## src/gjyd_pkg.sv

```systemverilog
// ----------------------------------------------------------------------------
// gjyd_pkg
// Shared widths, status codes, constants and month tables for the
// Gregorian to Julian year / day-of-year converter.
// ----------------------------------------------------------------------------
`timescale 1ns / 1ps
`default_nettype none

package gjyd_pkg;

  localparam int YEAR_W   = 16;
  localparam int MONTH_W  = 4;
  localparam int DAY_W    = 5;
  localparam int DOY_W    = 9;
  localparam int STATUS_W = 2;

  localparam int S_TDATA_W = 32;
  localparam int M_TDATA_W = 32;

  typedef enum logic [STATUS_W-1:0] {
    ST_OK        = 2'd0,
    ST_BAD_YEAR  = 2'd1,
    ST_BAD_MONTH = 2'd2,
    ST_BAD_DAY   = 2'd3
  } status_t;

  // Two-digit year defaults
  localparam logic signed [YEAR_W-1:0] CENT21_LAST = 16'sd49;
  localparam logic signed [YEAR_W-1:0] CENT20_LAST = 16'sd99;
  localparam logic signed [YEAR_W-1:0] CENT21_ADD  = 16'sd2000;
  localparam logic signed [YEAR_W-1:0] CENT20_ADD  = 16'sd1900;
  localparam logic signed [YEAR_W-1:0] YEAR_MIN    = -16'sd4711;

  localparam logic [MONTH_W-1:0] MONTH_JAN = 4'd1;
  localparam logic [MONTH_W-1:0] MONTH_FEB = 4'd2;
  localparam logic [MONTH_W-1:0] MONTH_DEC = 4'd12;
  localparam logic [DAY_W-1:0]   FEB_LEAP_LEN = 5'd29;

  // Shift that makes every valid year positive; a multiple of 400 so the
  // leap rule is unchanged.
  localparam int EPOCH_SHIFT = 4800;

  // Divide a 16-bit value by 100: multiply by ceil(2^S/100) and shift.
  localparam int CENTURY      = 100;
  localparam int DIV100_SHIFT = 23;
  localparam logic [16:0] DIV100_MULT =
    17'((2 ** DIV100_SHIFT + CENTURY - 1) / CENTURY);

  localparam int DAYS_Y  = 365;
  localparam int DAYS_4Y = 1461;

  // Day number minus one splits into 1461*(b/4) plus a small term. The
  // small term is lifted by Q_BIAS spans of four years to stay positive.
  localparam int Q_BIAS   = 22;
  localparam int DAY_BASE = 30661;
  localparam int WP_BIAS  = Q_BIAS * DAYS_4Y - DAY_BASE;
  localparam int JY_BIAS  = 4716 + 4 * Q_BIAS;

  // e is set once 80*(rr+30)/2447 reaches 11
  localparam int E_MIN_X = (11 * 2447 + 79) / 80;
  localparam int E_MIN_R = E_MIN_X - 30;
  localparam int DOY_BASE = 59;

  function automatic logic [DAY_W-1:0] month_len(input logic [MONTH_W-1:0] m);
    logic [DAY_W-1:0] len;
    case (m)
      4'd1:    len = 5'd31;
      4'd2:    len = 5'd28;
      4'd3:    len = 5'd31;
      4'd4:    len = 5'd30;
      4'd5:    len = 5'd31;
      4'd6:    len = 5'd30;
      4'd7:    len = 5'd31;
      4'd8:    len = 5'd31;
      4'd9:    len = 5'd30;
      4'd10:   len = 5'd31;
      4'd11:   len = 5'd30;
      4'd12:   len = 5'd31;
      default: len = 5'd0;
    endcase
    return len;
  endfunction

  // 367*(m-2+12a)/12, with March as the first month of the count
  function automatic logic [8:0] month_term(input logic [MONTH_W-1:0] m);
    logic [8:0] mt;
    case (m)
      4'd1:    mt = 9'd336;
      4'd2:    mt = 9'd367;
      4'd3:    mt = 9'd30;
      4'd4:    mt = 9'd61;
      4'd5:    mt = 9'd91;
      4'd6:    mt = 9'd122;
      4'd7:    mt = 9'd152;
      4'd8:    mt = 9'd183;
      4'd9:    mt = 9'd214;
      4'd10:   mt = 9'd244;
      4'd11:   mt = 9'd275;
      4'd12:   mt = 9'd305;
      default: mt = 9'd0;
    endcase
    return mt;
  endfunction

  // floor(1461*j/4) for the year within a four-year cycle
  function automatic logic [10:0] quarter_offset(input logic [1:0] j);
    logic [10:0] off;
    case (j)
      2'd0:    off = 11'd0;
      2'd1:    off = 11'd365;
      2'd2:    off = 11'd730;
      2'd3:    off = 11'd1095;
      default: off = 11'd0;
    endcase
    return off;
  endfunction

endpackage

`default_nettype wire

```

## src/gregorian_to_julian_year_day.sv

```systemverilog
// ----------------------------------------------------------------------------
// gregorian_to_julian_year_day
// Gregorian year/month/day to year and day-in-year of a Julian calendar
// aligned to the 20th/21st century, with a validity status.
// ----------------------------------------------------------------------------
//  channel | dir | tdata (low bit up)                          | tuser
//  s_      | in  | greg_year[15:0] greg_month[19:16] greg_day[24:20] | -
//  m_      | out | julian_year[15:0] day_of_year[24:16]        | status[1:0]
//
//  Six register stages; one word can enter every cycle while the output
//  is not stalled. The two divide-by-100 multipliers in stage two set the
//  longest path. Reset (rst, synchronous) empties all stages.
//  A stalled output holds its word; each stage takes a new word whenever
//  it is empty or the stage after it moves, so bubbles close up.
// ----------------------------------------------------------------------------
`timescale 1ns / 1ps
`default_nettype none

module gregorian_to_julian_year_day
  import gjyd_pkg::*;
(
  input  wire                  clk,
  input  wire                  rst,
  input  wire                  s_tvalid,
  output logic                 s_tready,
  input  wire [S_TDATA_W-1:0]  s_tdata,   // greg_year, greg_month, greg_day
  output logic                 m_tvalid,
  input  wire                  m_tready,
  output logic [M_TDATA_W-1:0] m_tdata,   // julian_year, day_of_year
  output logic [STATUS_W-1:0]  m_tuser    // status
);

  localparam int NSTAGE = 6;

  logic [NSTAGE-1:0] vld;
  logic [NSTAGE:0]   adv;
  logic [NSTAGE-1:0] vld_in;

  always_comb begin
    adv[NSTAGE] = m_tready;
    for (int i = NSTAGE - 1; i >= 0; i--) begin
      adv[i] = !vld[i] || adv[i+1];
    end
  end

  assign vld_in   = {vld[NSTAGE-2:0], s_tvalid};
  assign s_tready = adv[0];

  always_ff @(posedge clk) begin
    if (rst) begin
      vld <= '0;
    end else begin
      for (int i = 0; i < NSTAGE; i++) begin
        if (adv[i]) begin
          vld[i] <= vld_in[i];
        end
      end
    end
  end

  // ---------------------------------------------------------------- stage 1
  logic signed [YEAR_W-1:0] y_in;
  logic signed [YEAR_W-1:0] y_adj;
  logic [MONTH_W-1:0]       mon_in;
  logic [DAY_W-1:0]         day_in;
  logic                     jan_feb;
  logic [16:0]              yp_wide;

  assign y_in    = $signed(s_tdata[15:0]);
  assign mon_in  = s_tdata[19:16];
  assign day_in  = s_tdata[24:20];
  assign jan_feb = (mon_in == MONTH_JAN) || (mon_in == MONTH_FEB);

  always_comb begin
    y_adj = y_in;
    if (!y_in[YEAR_W-1] && (y_in <= CENT21_LAST)) begin
      y_adj = y_in + CENT21_ADD;
    end else if (!y_in[YEAR_W-1] && (y_in <= CENT20_LAST)) begin
      y_adj = y_in + CENT20_ADD;
    end
  end

  assign yp_wide = {y_adj[YEAR_W-1], y_adj} + 17'(EPOCH_SHIFT);

  logic                 s1_bad_year, s1_bad_month, s1_feb;
  logic [15:0]          s1_yp, s1_bp;
  logic [8:0]           s1_mterm;
  logic [DAY_W-1:0]     s1_mlen, s1_day;

  always_ff @(posedge clk) begin
    if (adv[0]) begin
      s1_bad_year  <= y_adj < YEAR_MIN;
      s1_bad_month <= (mon_in == 4'd0) || (mon_in > MONTH_DEC);
      s1_feb       <= mon_in == MONTH_FEB;
      s1_yp        <= yp_wide[15:0];
      s1_bp        <= yp_wide[15:0] - {15'd0, jan_feb};
      s1_mterm     <= month_term(mon_in);
      s1_mlen      <= month_len(mon_in);
      s1_day       <= day_in;
    end
  end

  // ---------------------------------------------------------------- stage 2
  logic [32:0] py, pb;

  assign py = 33'(s1_yp) * 33'(DIV100_MULT);
  assign pb = 33'(s1_bp) * 33'(DIV100_MULT);

  logic             s2_bad_year, s2_bad_month, s2_feb;
  logic [15:0]      s2_yp;
  logic [8:0]       s2_qy, s2_qb, s2_mterm;
  logic [13:0]      s2_k;
  logic [1:0]       s2_j;
  logic [DAY_W-1:0] s2_mlen, s2_day;

  always_ff @(posedge clk) begin
    if (adv[1]) begin
      s2_bad_year  <= s1_bad_year;
      s2_bad_month <= s1_bad_month;
      s2_feb       <= s1_feb;
      s2_yp        <= s1_yp;
      s2_qy        <= py[DIV100_SHIFT +: 9];
      s2_qb        <= pb[DIV100_SHIFT +: 9];
      s2_k         <= s1_bp[15:2];
      s2_j         <= s1_bp[1:0];
      s2_mterm     <= s1_mterm;
      s2_mlen      <= s1_mlen;
      s2_day       <= s1_day;
    end
  end

  // ---------------------------------------------------------------- stage 3
  logic [15:0]      yp_x100;
  logic             leap;
  logic [DAY_W-1:0] mlen_eff;
  status_t          stat2;
  logic [10:0]      c3;
  logic [11:0]      wp;

  assign yp_x100  = 16'(16'(s2_qy) * 16'(CENTURY));
  assign leap     = (s2_yp[1:0] == 2'd0) && ((s2_yp != yp_x100) || (s2_qy[1:0] == 2'd0));
  assign mlen_eff = (s2_feb && leap) ? FEB_LEAP_LEN : s2_mlen;
  // 3*((b+4900)/100), with (b+4900)/100 = (b+4800)/100 + 1
  assign c3       = (11'(s2_qb) + 11'd1) * 11'd3;
  assign wp       = 12'(quarter_offset(s2_j)) + 12'(s2_mterm) + 12'(s2_day)
                  + 12'(WP_BIAS) - 12'(c3[10:2]);

  always_comb begin
    if (s2_bad_year) begin
      stat2 = ST_BAD_YEAR;
    end else if (s2_bad_month) begin
      stat2 = ST_BAD_MONTH;
    end else if ((s2_day == '0) || (s2_day > mlen_eff)) begin
      stat2 = ST_BAD_DAY;
    end else begin
      stat2 = ST_OK;
    end
  end

  logic [11:0] s3_wp;
  logic [13:0] s3_k;
  status_t     s3_stat;

  always_ff @(posedge clk) begin
    if (adv[2]) begin
      s3_wp   <= wp;
      s3_k    <= s2_k;
      s3_stat <= stat2;
    end
  end

  // ---------------------------------------------------------------- stage 4
  logic [1:0]  qw;
  logic [11:0] r_wide;

  always_comb begin
    if (s3_wp >= 12'(2 * DAYS_4Y)) begin
      qw = 2'd2;
    end else if (s3_wp >= 12'(DAYS_4Y)) begin
      qw = 2'd1;
    end else begin
      qw = 2'd0;
    end
  end

  assign r_wide = s3_wp - 12'(12'(qw) * 12'(DAYS_4Y)) + 12'd1;

  logic [10:0] s4_r;
  logic [14:0] s4_q;
  status_t     s4_stat;

  always_ff @(posedge clk) begin
    if (adv[3]) begin
      s4_r    <= r_wide[10:0];
      s4_q    <= 15'(s3_k) + 15'(qw);
      s4_stat <= s3_stat;
    end
  end

  // ---------------------------------------------------------------- stage 5
  logic [1:0]  n;
  logic [10:0] rr_wide;

  // n = (r-1)/365 - r/1461: whole years into the four-year cycle, 0..3
  always_comb begin
    if (s4_r > 11'(3 * DAYS_Y)) begin
      n = 2'd3;
    end else if (s4_r > 11'(2 * DAYS_Y)) begin
      n = 2'd2;
    end else if (s4_r > 11'(DAYS_Y)) begin
      n = 2'd1;
    end else begin
      n = 2'd0;
    end
  end

  assign rr_wide = s4_r - 11'(11'(n) * 11'(DAYS_Y));

  logic [8:0]  s5_rr;
  logic [1:0]  s5_n;
  logic        s5_e;
  logic [14:0] s5_q;
  status_t     s5_stat;

  always_ff @(posedge clk) begin
    if (adv[4]) begin
      s5_rr   <= rr_wide[8:0];
      s5_n    <= n;
      s5_e    <= rr_wide >= 11'(E_MIN_R);
      s5_q    <= s4_q;
      s5_stat <= s4_stat;
    end
  end

  // ---------------------------------------------------------------- stage 6
  logic [10:0] doy_wide;
  logic [16:0] jy_wide;
  logic        no_result;

  assign doy_wide  = 11'(DOY_BASE) + 11'(s5_rr) + 11'((s5_n == 2'd0) && !s5_e)
                   - (s5_e ? 11'(DAYS_Y) : 11'd0);
  assign jy_wide   = {s5_q, 2'b00} + 17'(s5_n) + 17'(s5_e) - 17'(JY_BIAS);
  assign no_result = (s5_stat == ST_BAD_YEAR) || (s5_stat == ST_BAD_MONTH);

  logic [YEAR_W-1:0] o_jy;
  logic [DOY_W-1:0]  o_doy;
  status_t           o_stat;

  always_ff @(posedge clk) begin
    if (adv[5]) begin
      o_jy   <= no_result ? '0 : jy_wide[YEAR_W-1:0];
      o_doy  <= no_result ? '0 : doy_wide[DOY_W-1:0];
      o_stat <= s5_stat;
    end
  end

  assign m_tvalid = vld[NSTAGE-1];
  assign m_tdata  = {(M_TDATA_W - YEAR_W - DOY_W)'(0), o_doy, o_jy};
  assign m_tuser  = o_stat;

endmodule

`default_nettype wire

```

## config.mk

```make
export PLATFORM = sky130hd
export DESIGN_NAME = gregorian_to_julian_year_day
export DESIGN_NICKNAME = d
export VERILOG_FILES = /design/src/gjyd_pkg.sv /design/src/gregorian_to_julian_year_day.sv
export SDC_FILE = /design/constraint.sdc
export NUM_CORES = 1
export LEC_CHECK = 0
export BUFFER_PORTS_ARGS = -buffer_cell sky130_fd_sc_hd__buf_2
export CORE_MARGIN = 8
export CORE_UTILIZATION = 52
export DETAILED_ROUTE_END_ITERATION = 10
export PLACE_DENSITY = 0.74
export SKIP_LAST_GASP = 1
export SYNTH_ARGS = -nofsm -noshare
export SYNTH_HDL_FRONTEND = slang
export SYNTH_SLANG_ARGS = --single-unit
```

## constraint.sdc

```tcl
create_clock -name clk -period 5.5 [get_ports clk]
set_clock_uncertainty 0.1 [all_clocks]
set_input_delay 0.275 -clock clk [delete_from_list [all_inputs] [get_ports clk]]
set_output_delay 0.275 -clock clk [all_outputs]
set_load 0.05 [all_outputs]
```

-- Yosys cells after proc, flatten, opt, wreduce, memory -nomap -nowiden
Memories as Yosys holds them, arrays and structs flattened. A register that Yosys moved wholly into a read port is not among the register bits.
Index checks and enable logic that the tools add are counted.
- add/subtract/negate cells: 19
- multipliers: 6
- magnitude comparators: 11
- equal/unequal tests: 8
- muxes and demuxes: 12
- reductions and logical operators: 30
- operators with widths (operator ; number):
    $mul A16 B17 Y32 const B ; 2
    $pmux W11 S4 ; 1
    $add A16 B12 Y16 const B ; 2
    $mux W16 ; 2
    $sub A11 B11 Y11 ; 2
    $add A16 B1 Y16 ; 1
    $add A16 B14 Y16 const B ; 1
    $add A16 B2 Y16 ; 1
    $le A16 B7 Y1 const B ; 1
    $le A16 B8 Y1 const B ; 1
    $lt A16 B14 Y1 const B ; 1
    $ne A16 B16 Y1 ; 1
    $sub A16 B1 Y16 ; 1
    $sub A16 B13 Y16 const B ; 1
    $add A14 B2 Y14 ; 1
    $mul A9 B5 Y14 const B ; 1
    $add A11 B9 Y12 ; 1
    $add A12 B11 Y12 const B ; 1
    $add A12 B5 Y12 ; 1
    $ge A12 B11 Y1 const B ; 1
    $ge A12 B12 Y1 const B ; 1
    $sub A12 B9 Y12 ; 1
    $add A11 B1 Y11 const B ; 1
    $ge A11 B9 Y1 const B ; 1
    26 further kinds ; 58
- register bits after elaboration: 228
- memory bits (read-only): 224
- bits of input ports: 36
- output and inout bits: 36
- memories kept: 2
- memories (memory ; depth ; width ; rd ports ; clocked after Yosys merged registers in ; write ports ; line ; text):
    (name not given) ; 16 ; 9 ; 1 ; 1 ; 0 ; gjyd_pkg.sv:87 ; case (m)
    (name not given) ; 16 ; 5 ; 1 ; 1 ; 0 ; gjyd_pkg.sv:66 ; case (m)

-- Depth between registers and ports, before layout
- depth after elaboration: 10
- gate-level depth with buffers: 24
- depth with buffers taken out: 24

-- Worst setup path after synthesis
OpenSTA, ideal clock, no wires.
- path type: register to register
- start: reg s1_bp[14]
- end: reg s2_qb[8] (data pin)
- arrival: 5.690 ns
- path slack: -0.549 ns
- stages on the path, launching flop included: 19
- path buffers: 0
- period minus slack after synthesis: 6.049 ns
- cell sequence: edfxtp_1 -> fa_1 -> inv_1 -> fa_1 -> fa_1 -> fa_1 -> inv_1 -> fa_1 -> fa_1 -> ha_1 -> a21oi_1 -> o21ai_0 -> a21o_1 -> a21oi_1 -> o21a_1 -> o221ai_1 -> o41ai_1 -> nor2_1 -> a211o_1
- longest elaborated chain between the ends: 1
- RTL lines (item ; line ; text):
    start, declared ; gregorian_to_julian_year_day.sv:86 ; logic [15:0] s1_yp, s1_bp;
    start signal, assigned ; gregorian_to_julian_year_day.sv:96 ; s1_bp <= yp_wide[15:0] - {15'd0, jan_feb};
    $mul A16 B17 Y32 ; gregorian_to_julian_year_day.sv:107 ; assign pb = 33'(s1_bp) * 33'(DIV100_MULT);
    net pb[31] ; gregorian_to_julian_year_day.sv:104 ; logic [32:0] py, pb;
    end signal, assigned ; gregorian_to_julian_year_day.sv:123 ; s2_qb <= pb[DIV100_SHIFT +: 9];
    end, declared ; gregorian_to_julian_year_day.sv:111 ; logic [8:0] s2_qy, s2_qb, s2_mterm;
The timed path passes the listed nets, and every way through them passes these cells.
A chain may end at the register's enable or synchronous reset.

-- Worst setup path after layout
- start: reg s1_yp[4]
- end: reg s2_qy[7] (data pin)
- longest elaborated chain between the ends: 1
- RTL lines (item ; line ; text):
    start, declared ; gregorian_to_julian_year_day.sv:86 ;
    start signal, assigned ; gregorian_to_julian_year_day.sv:95 ; s1_yp <= yp_wide[15:0];
    $mul A16 B17 Y32 ; gregorian_to_julian_year_day.sv:106 ; assign py = 33'(s1_yp) * 33'(DIV100_MULT);
    net py[30] ; gregorian_to_julian_year_day.sv:104 ;
    end signal, assigned ; gregorian_to_julian_year_day.sv:122 ; s2_qy <= py[DIV100_SHIFT +: 9];
    end, declared ; gregorian_to_julian_year_day.sv:111 ;
The timed path passes the listed nets, and every way through them passes these cells.

==> impl_metrics.tcl <==
set metrics [dict create \
    drv_slew 0 \
    finalHoldViolations 0 \
    synthCells 1937 \
    place_area_um2 24330 \
    whs_path_depth 2 \
    viasPerCell 5.178 \
    cp-start-kind "flip-flop" \
    async_reset_ff_share_pct 0 \
    vias 14220 \
    synth-warning-count 0 \
    cap_violations 0 \
    netlist.area_leader.share_pct 30.98 \
    cp_data_arrival_time_ps 5920 \
    synth-simple-area-share_pct 6.443 \
    synth.distinct_cells 73 \
    synthTopCellsByArea "edfxtp_1 (31%), ha_1 (23%), fa_1 (20%), inv_1 (7.1%), xnor2_1 (3.8%)" \
    period_needed_ps 5713 \
    clock.fmax_ghz 0.1750 \
    rsz0062_at_grt "true" \
    dp_hpwl_um 37070 \
    clk_pin_slew_worst_paths_ps 60 \
    ys_ff_latch 236 \
    area_growth_pct 15.82 \
    crit_fanout 3 \
    final-setup-viol-count 13 \
    synth_fa_ha_area_share_pct 42.53 \
    setup_tns_ps -1522 \
    wl_um 43410 \
    fin_ws_ps -213.0 \
    grt_max_degree 71 \
    io_pins 72 \
    row_count 76 \
    htree_num_levels 1 \
    drive_above_1_share_pct 15.92 \
    worstRegToRegCells 19 \
    grt_use_total_pct 18.03 \
    ys_seq_area_share_pct 31.52 \
    synth_area_um2 22290 \
    yosysTopAreaCell "edfxtp_1" \
    cts_buffers 27 \
    core_um2 42700 \
    clock_tree.root_cell "clkbuf_16" \
    violations "negative setup slack" \
    ff2ff_setup_slack_ps -210 \
    die_w_um 223.1 \
    grt.overflow.total 0 \
    ant_nets 0 \
    post-route-period-util_pct 103.9 \
    initial_core_util_pct 52.21 \
    synth_xor_area_share_pct 5.416 \
    tightest_slew_ps 1123 \
    synth_flop_cell "edfxtp_1" \
    synth_compound_area_share_pct 6.426 \
    clk_latency_ps 560 \
    slew_headroom_pct 24.93 \
    drtIter0Drc 647 \
    stdcell_area_um2 25820 \
    clockBufferDepth 3 \
    chipHeight_um 223.1 \
    utilization_pct 60.47 \
    hp-class "in -> reg" \
    crit_type "reg -> reg" \
    holdWs_ps 57.82 \
    synth_top_family_by_area "adder cells" \
    gp_congestion 0.9194 \
    yosys-mux-area-fraction_pct 0.1347 \
    synth_edf_count 230 \
    crit_path_end_kind "flip-flop" \
    status "finished with violations" \
    grt_antenna_before_repair 4 \
    avgSynthCellArea_um2 11.51 \
    nets 2840 \
    die_area_um2 49750 \
    drcViolationCount 0 \
    tritoncts "yes" \
    routedWlPerCell_um 15.81 \
    port_buffers 57 \
    dr.pass1.iters 6 \
    required_ps 5710 \
    grt_pass1_vias 15180 \
    grt_pass1_wl_um 73420 \
    cts.sinks 236 \
]
critical path, stage by stage, from the launching register on:
cell and delay, ps:
edfxtp_1 450, fa_1 580, inv_2 50, fa_1 500
fa_1 430, fa_1 530, inv_1 50, fa_1 490
fa_1 420, ha_2 190, or3_4 330, a221oi_2 170
o211ai_1 160, a31oi_4 270, o31ai_4 80, buf_4 160
a21oi_2 130, o21ai_1 100, a21oi_2 160, xnor2_1 90
path summary, 6_finish.rpt:
kind               startpoint          end
hold reg to reg       s4_q[3]      s5_q[3]
setup reg to reg     s1_yp[4]     s2_qy[7]
hold / removal    s_tdata[19]  s1_mterm[2]
setup / recovery     s1_yp[4]     s2_qy[7]
per-layer routing:
metal	vias up	track usage (%)	part of all wire, %
li1	6970	-	-
met4	4	4.588	2.7
met5	-	0	0.062
met2	263	32.22	50
met1	6907	22.48	43
met3	74	2.955	4.1
cells in the mapped netlist (11+ instances only):
| cell | instances |
|---|---|
| inv_1 | 421 |
| ha_1 | 409 |
| edfxtp_1 | 230 |
| fa_1 | 218 |
| xnor2_1 | 96 |
| nor2_1 | 85 |
| a21oi_1 | 72 |
| nand2_1 | 47 |
| o21ai_0 | 45 |
| xor2_1 | 40 |
| a21o_1 | 22 |
| nor3_1 | 22 |
| nand3_1 | 20 |
| o21bai_1 | 15 |
| nor2b_1 | 13 |
| and2_1 | 11 |
| nand2b_1 | 11 |
registers in the layout (all words and copies together), names as in the netlist, 3 cells and up:
name / flops
s2_qy: 9
s1_yp: 16
s1_bp: 16
s4_r: 11
s4_q: 14
o_doy: 9
o_jy: 16
s2_mterm: 9
s2_day: 5
s2_k: 14
s2_qb: 9
s5_rr: 9
s3_k: 14
s1_day: 5
s1_mlen: 3
s1_mterm: 8
s3_wp: 12
s5_q: 14
vld: 6
s2_yp: 16
logic make-up after synthesis:
logic type	count (synthesis)
compound gates	222
xor+xnor	137
fa+ha+maj	627
buf+inv	435
flops	236
mux	3
other cells	1
simple gates	276
placed cells by master, fill, tap and decap left out, types with 6 or more instances in the layout:
cell type	Yosys	layout
inv_2	0	11
nor3_1	22	20
a21oi_2	0	12
nor4_1	9	9
or2_2	6	6
and3_1	9	9
fa_1	218	207
a31oi_1	9	8
buf_6	2	8
o21ai_1	0	10
and2_1	11	11
nor2b_1	13	12
buf_2	0	57
nand3_1	20	16
dlygate4sd3_1	0	14
a211o_1	6	6
conb_1	1	7
ha_4	0	9
dfxtp_1	6	6
xor2_1	40	38
o21a_1	7	6
nor2_1	85	82
a21oi_1	72	59
xnor2_1	96	94
clkbuf_16	0	27
fa_2	0	11
ha_1	409	395
a21o_1	22	22
o21bai_1	15	15
nand2_1	47	47
o21ai_0	45	34
nand2b_1	11	11
buf_4	7	140
inv_1	421	410
nand4_1	9	9
edfxtp_1	230	230
area by class of cell:
type                       instances  area, um^2
sequential                       236        7027
fill                            3337       16880
tap                              546       683.2
inverter                         421        1580
antenna                            2       5.005
clock buffer                      30       686.9
multi-input combinational       1272       14020
timing repair buffer             219        1567
clock inverter                    20       252.7
what timing repair did:
item                       4_1_cts  5_1_grt
resized for setup               30       39
setup endpoints to repair       20       23
hold buffers                    14        0
hold endpoints to repair        16        0
pin swaps                       51       21
buffers inserted                14        3
metrics by stage:
step           std cells  setup WS [ps]
6_report            2746         -213.0
5_1_grt             2746         -441.3
4_1_cts             2743         -188.4
3_5_place_dp        2665         -343.1
3_3_place_gp        2665         -267.7
2_1_floorplan       1943         -121.9
Power is not shown: default switching activity piles up to over one toggle a cycle in this logic, so the estimate is an artifact.
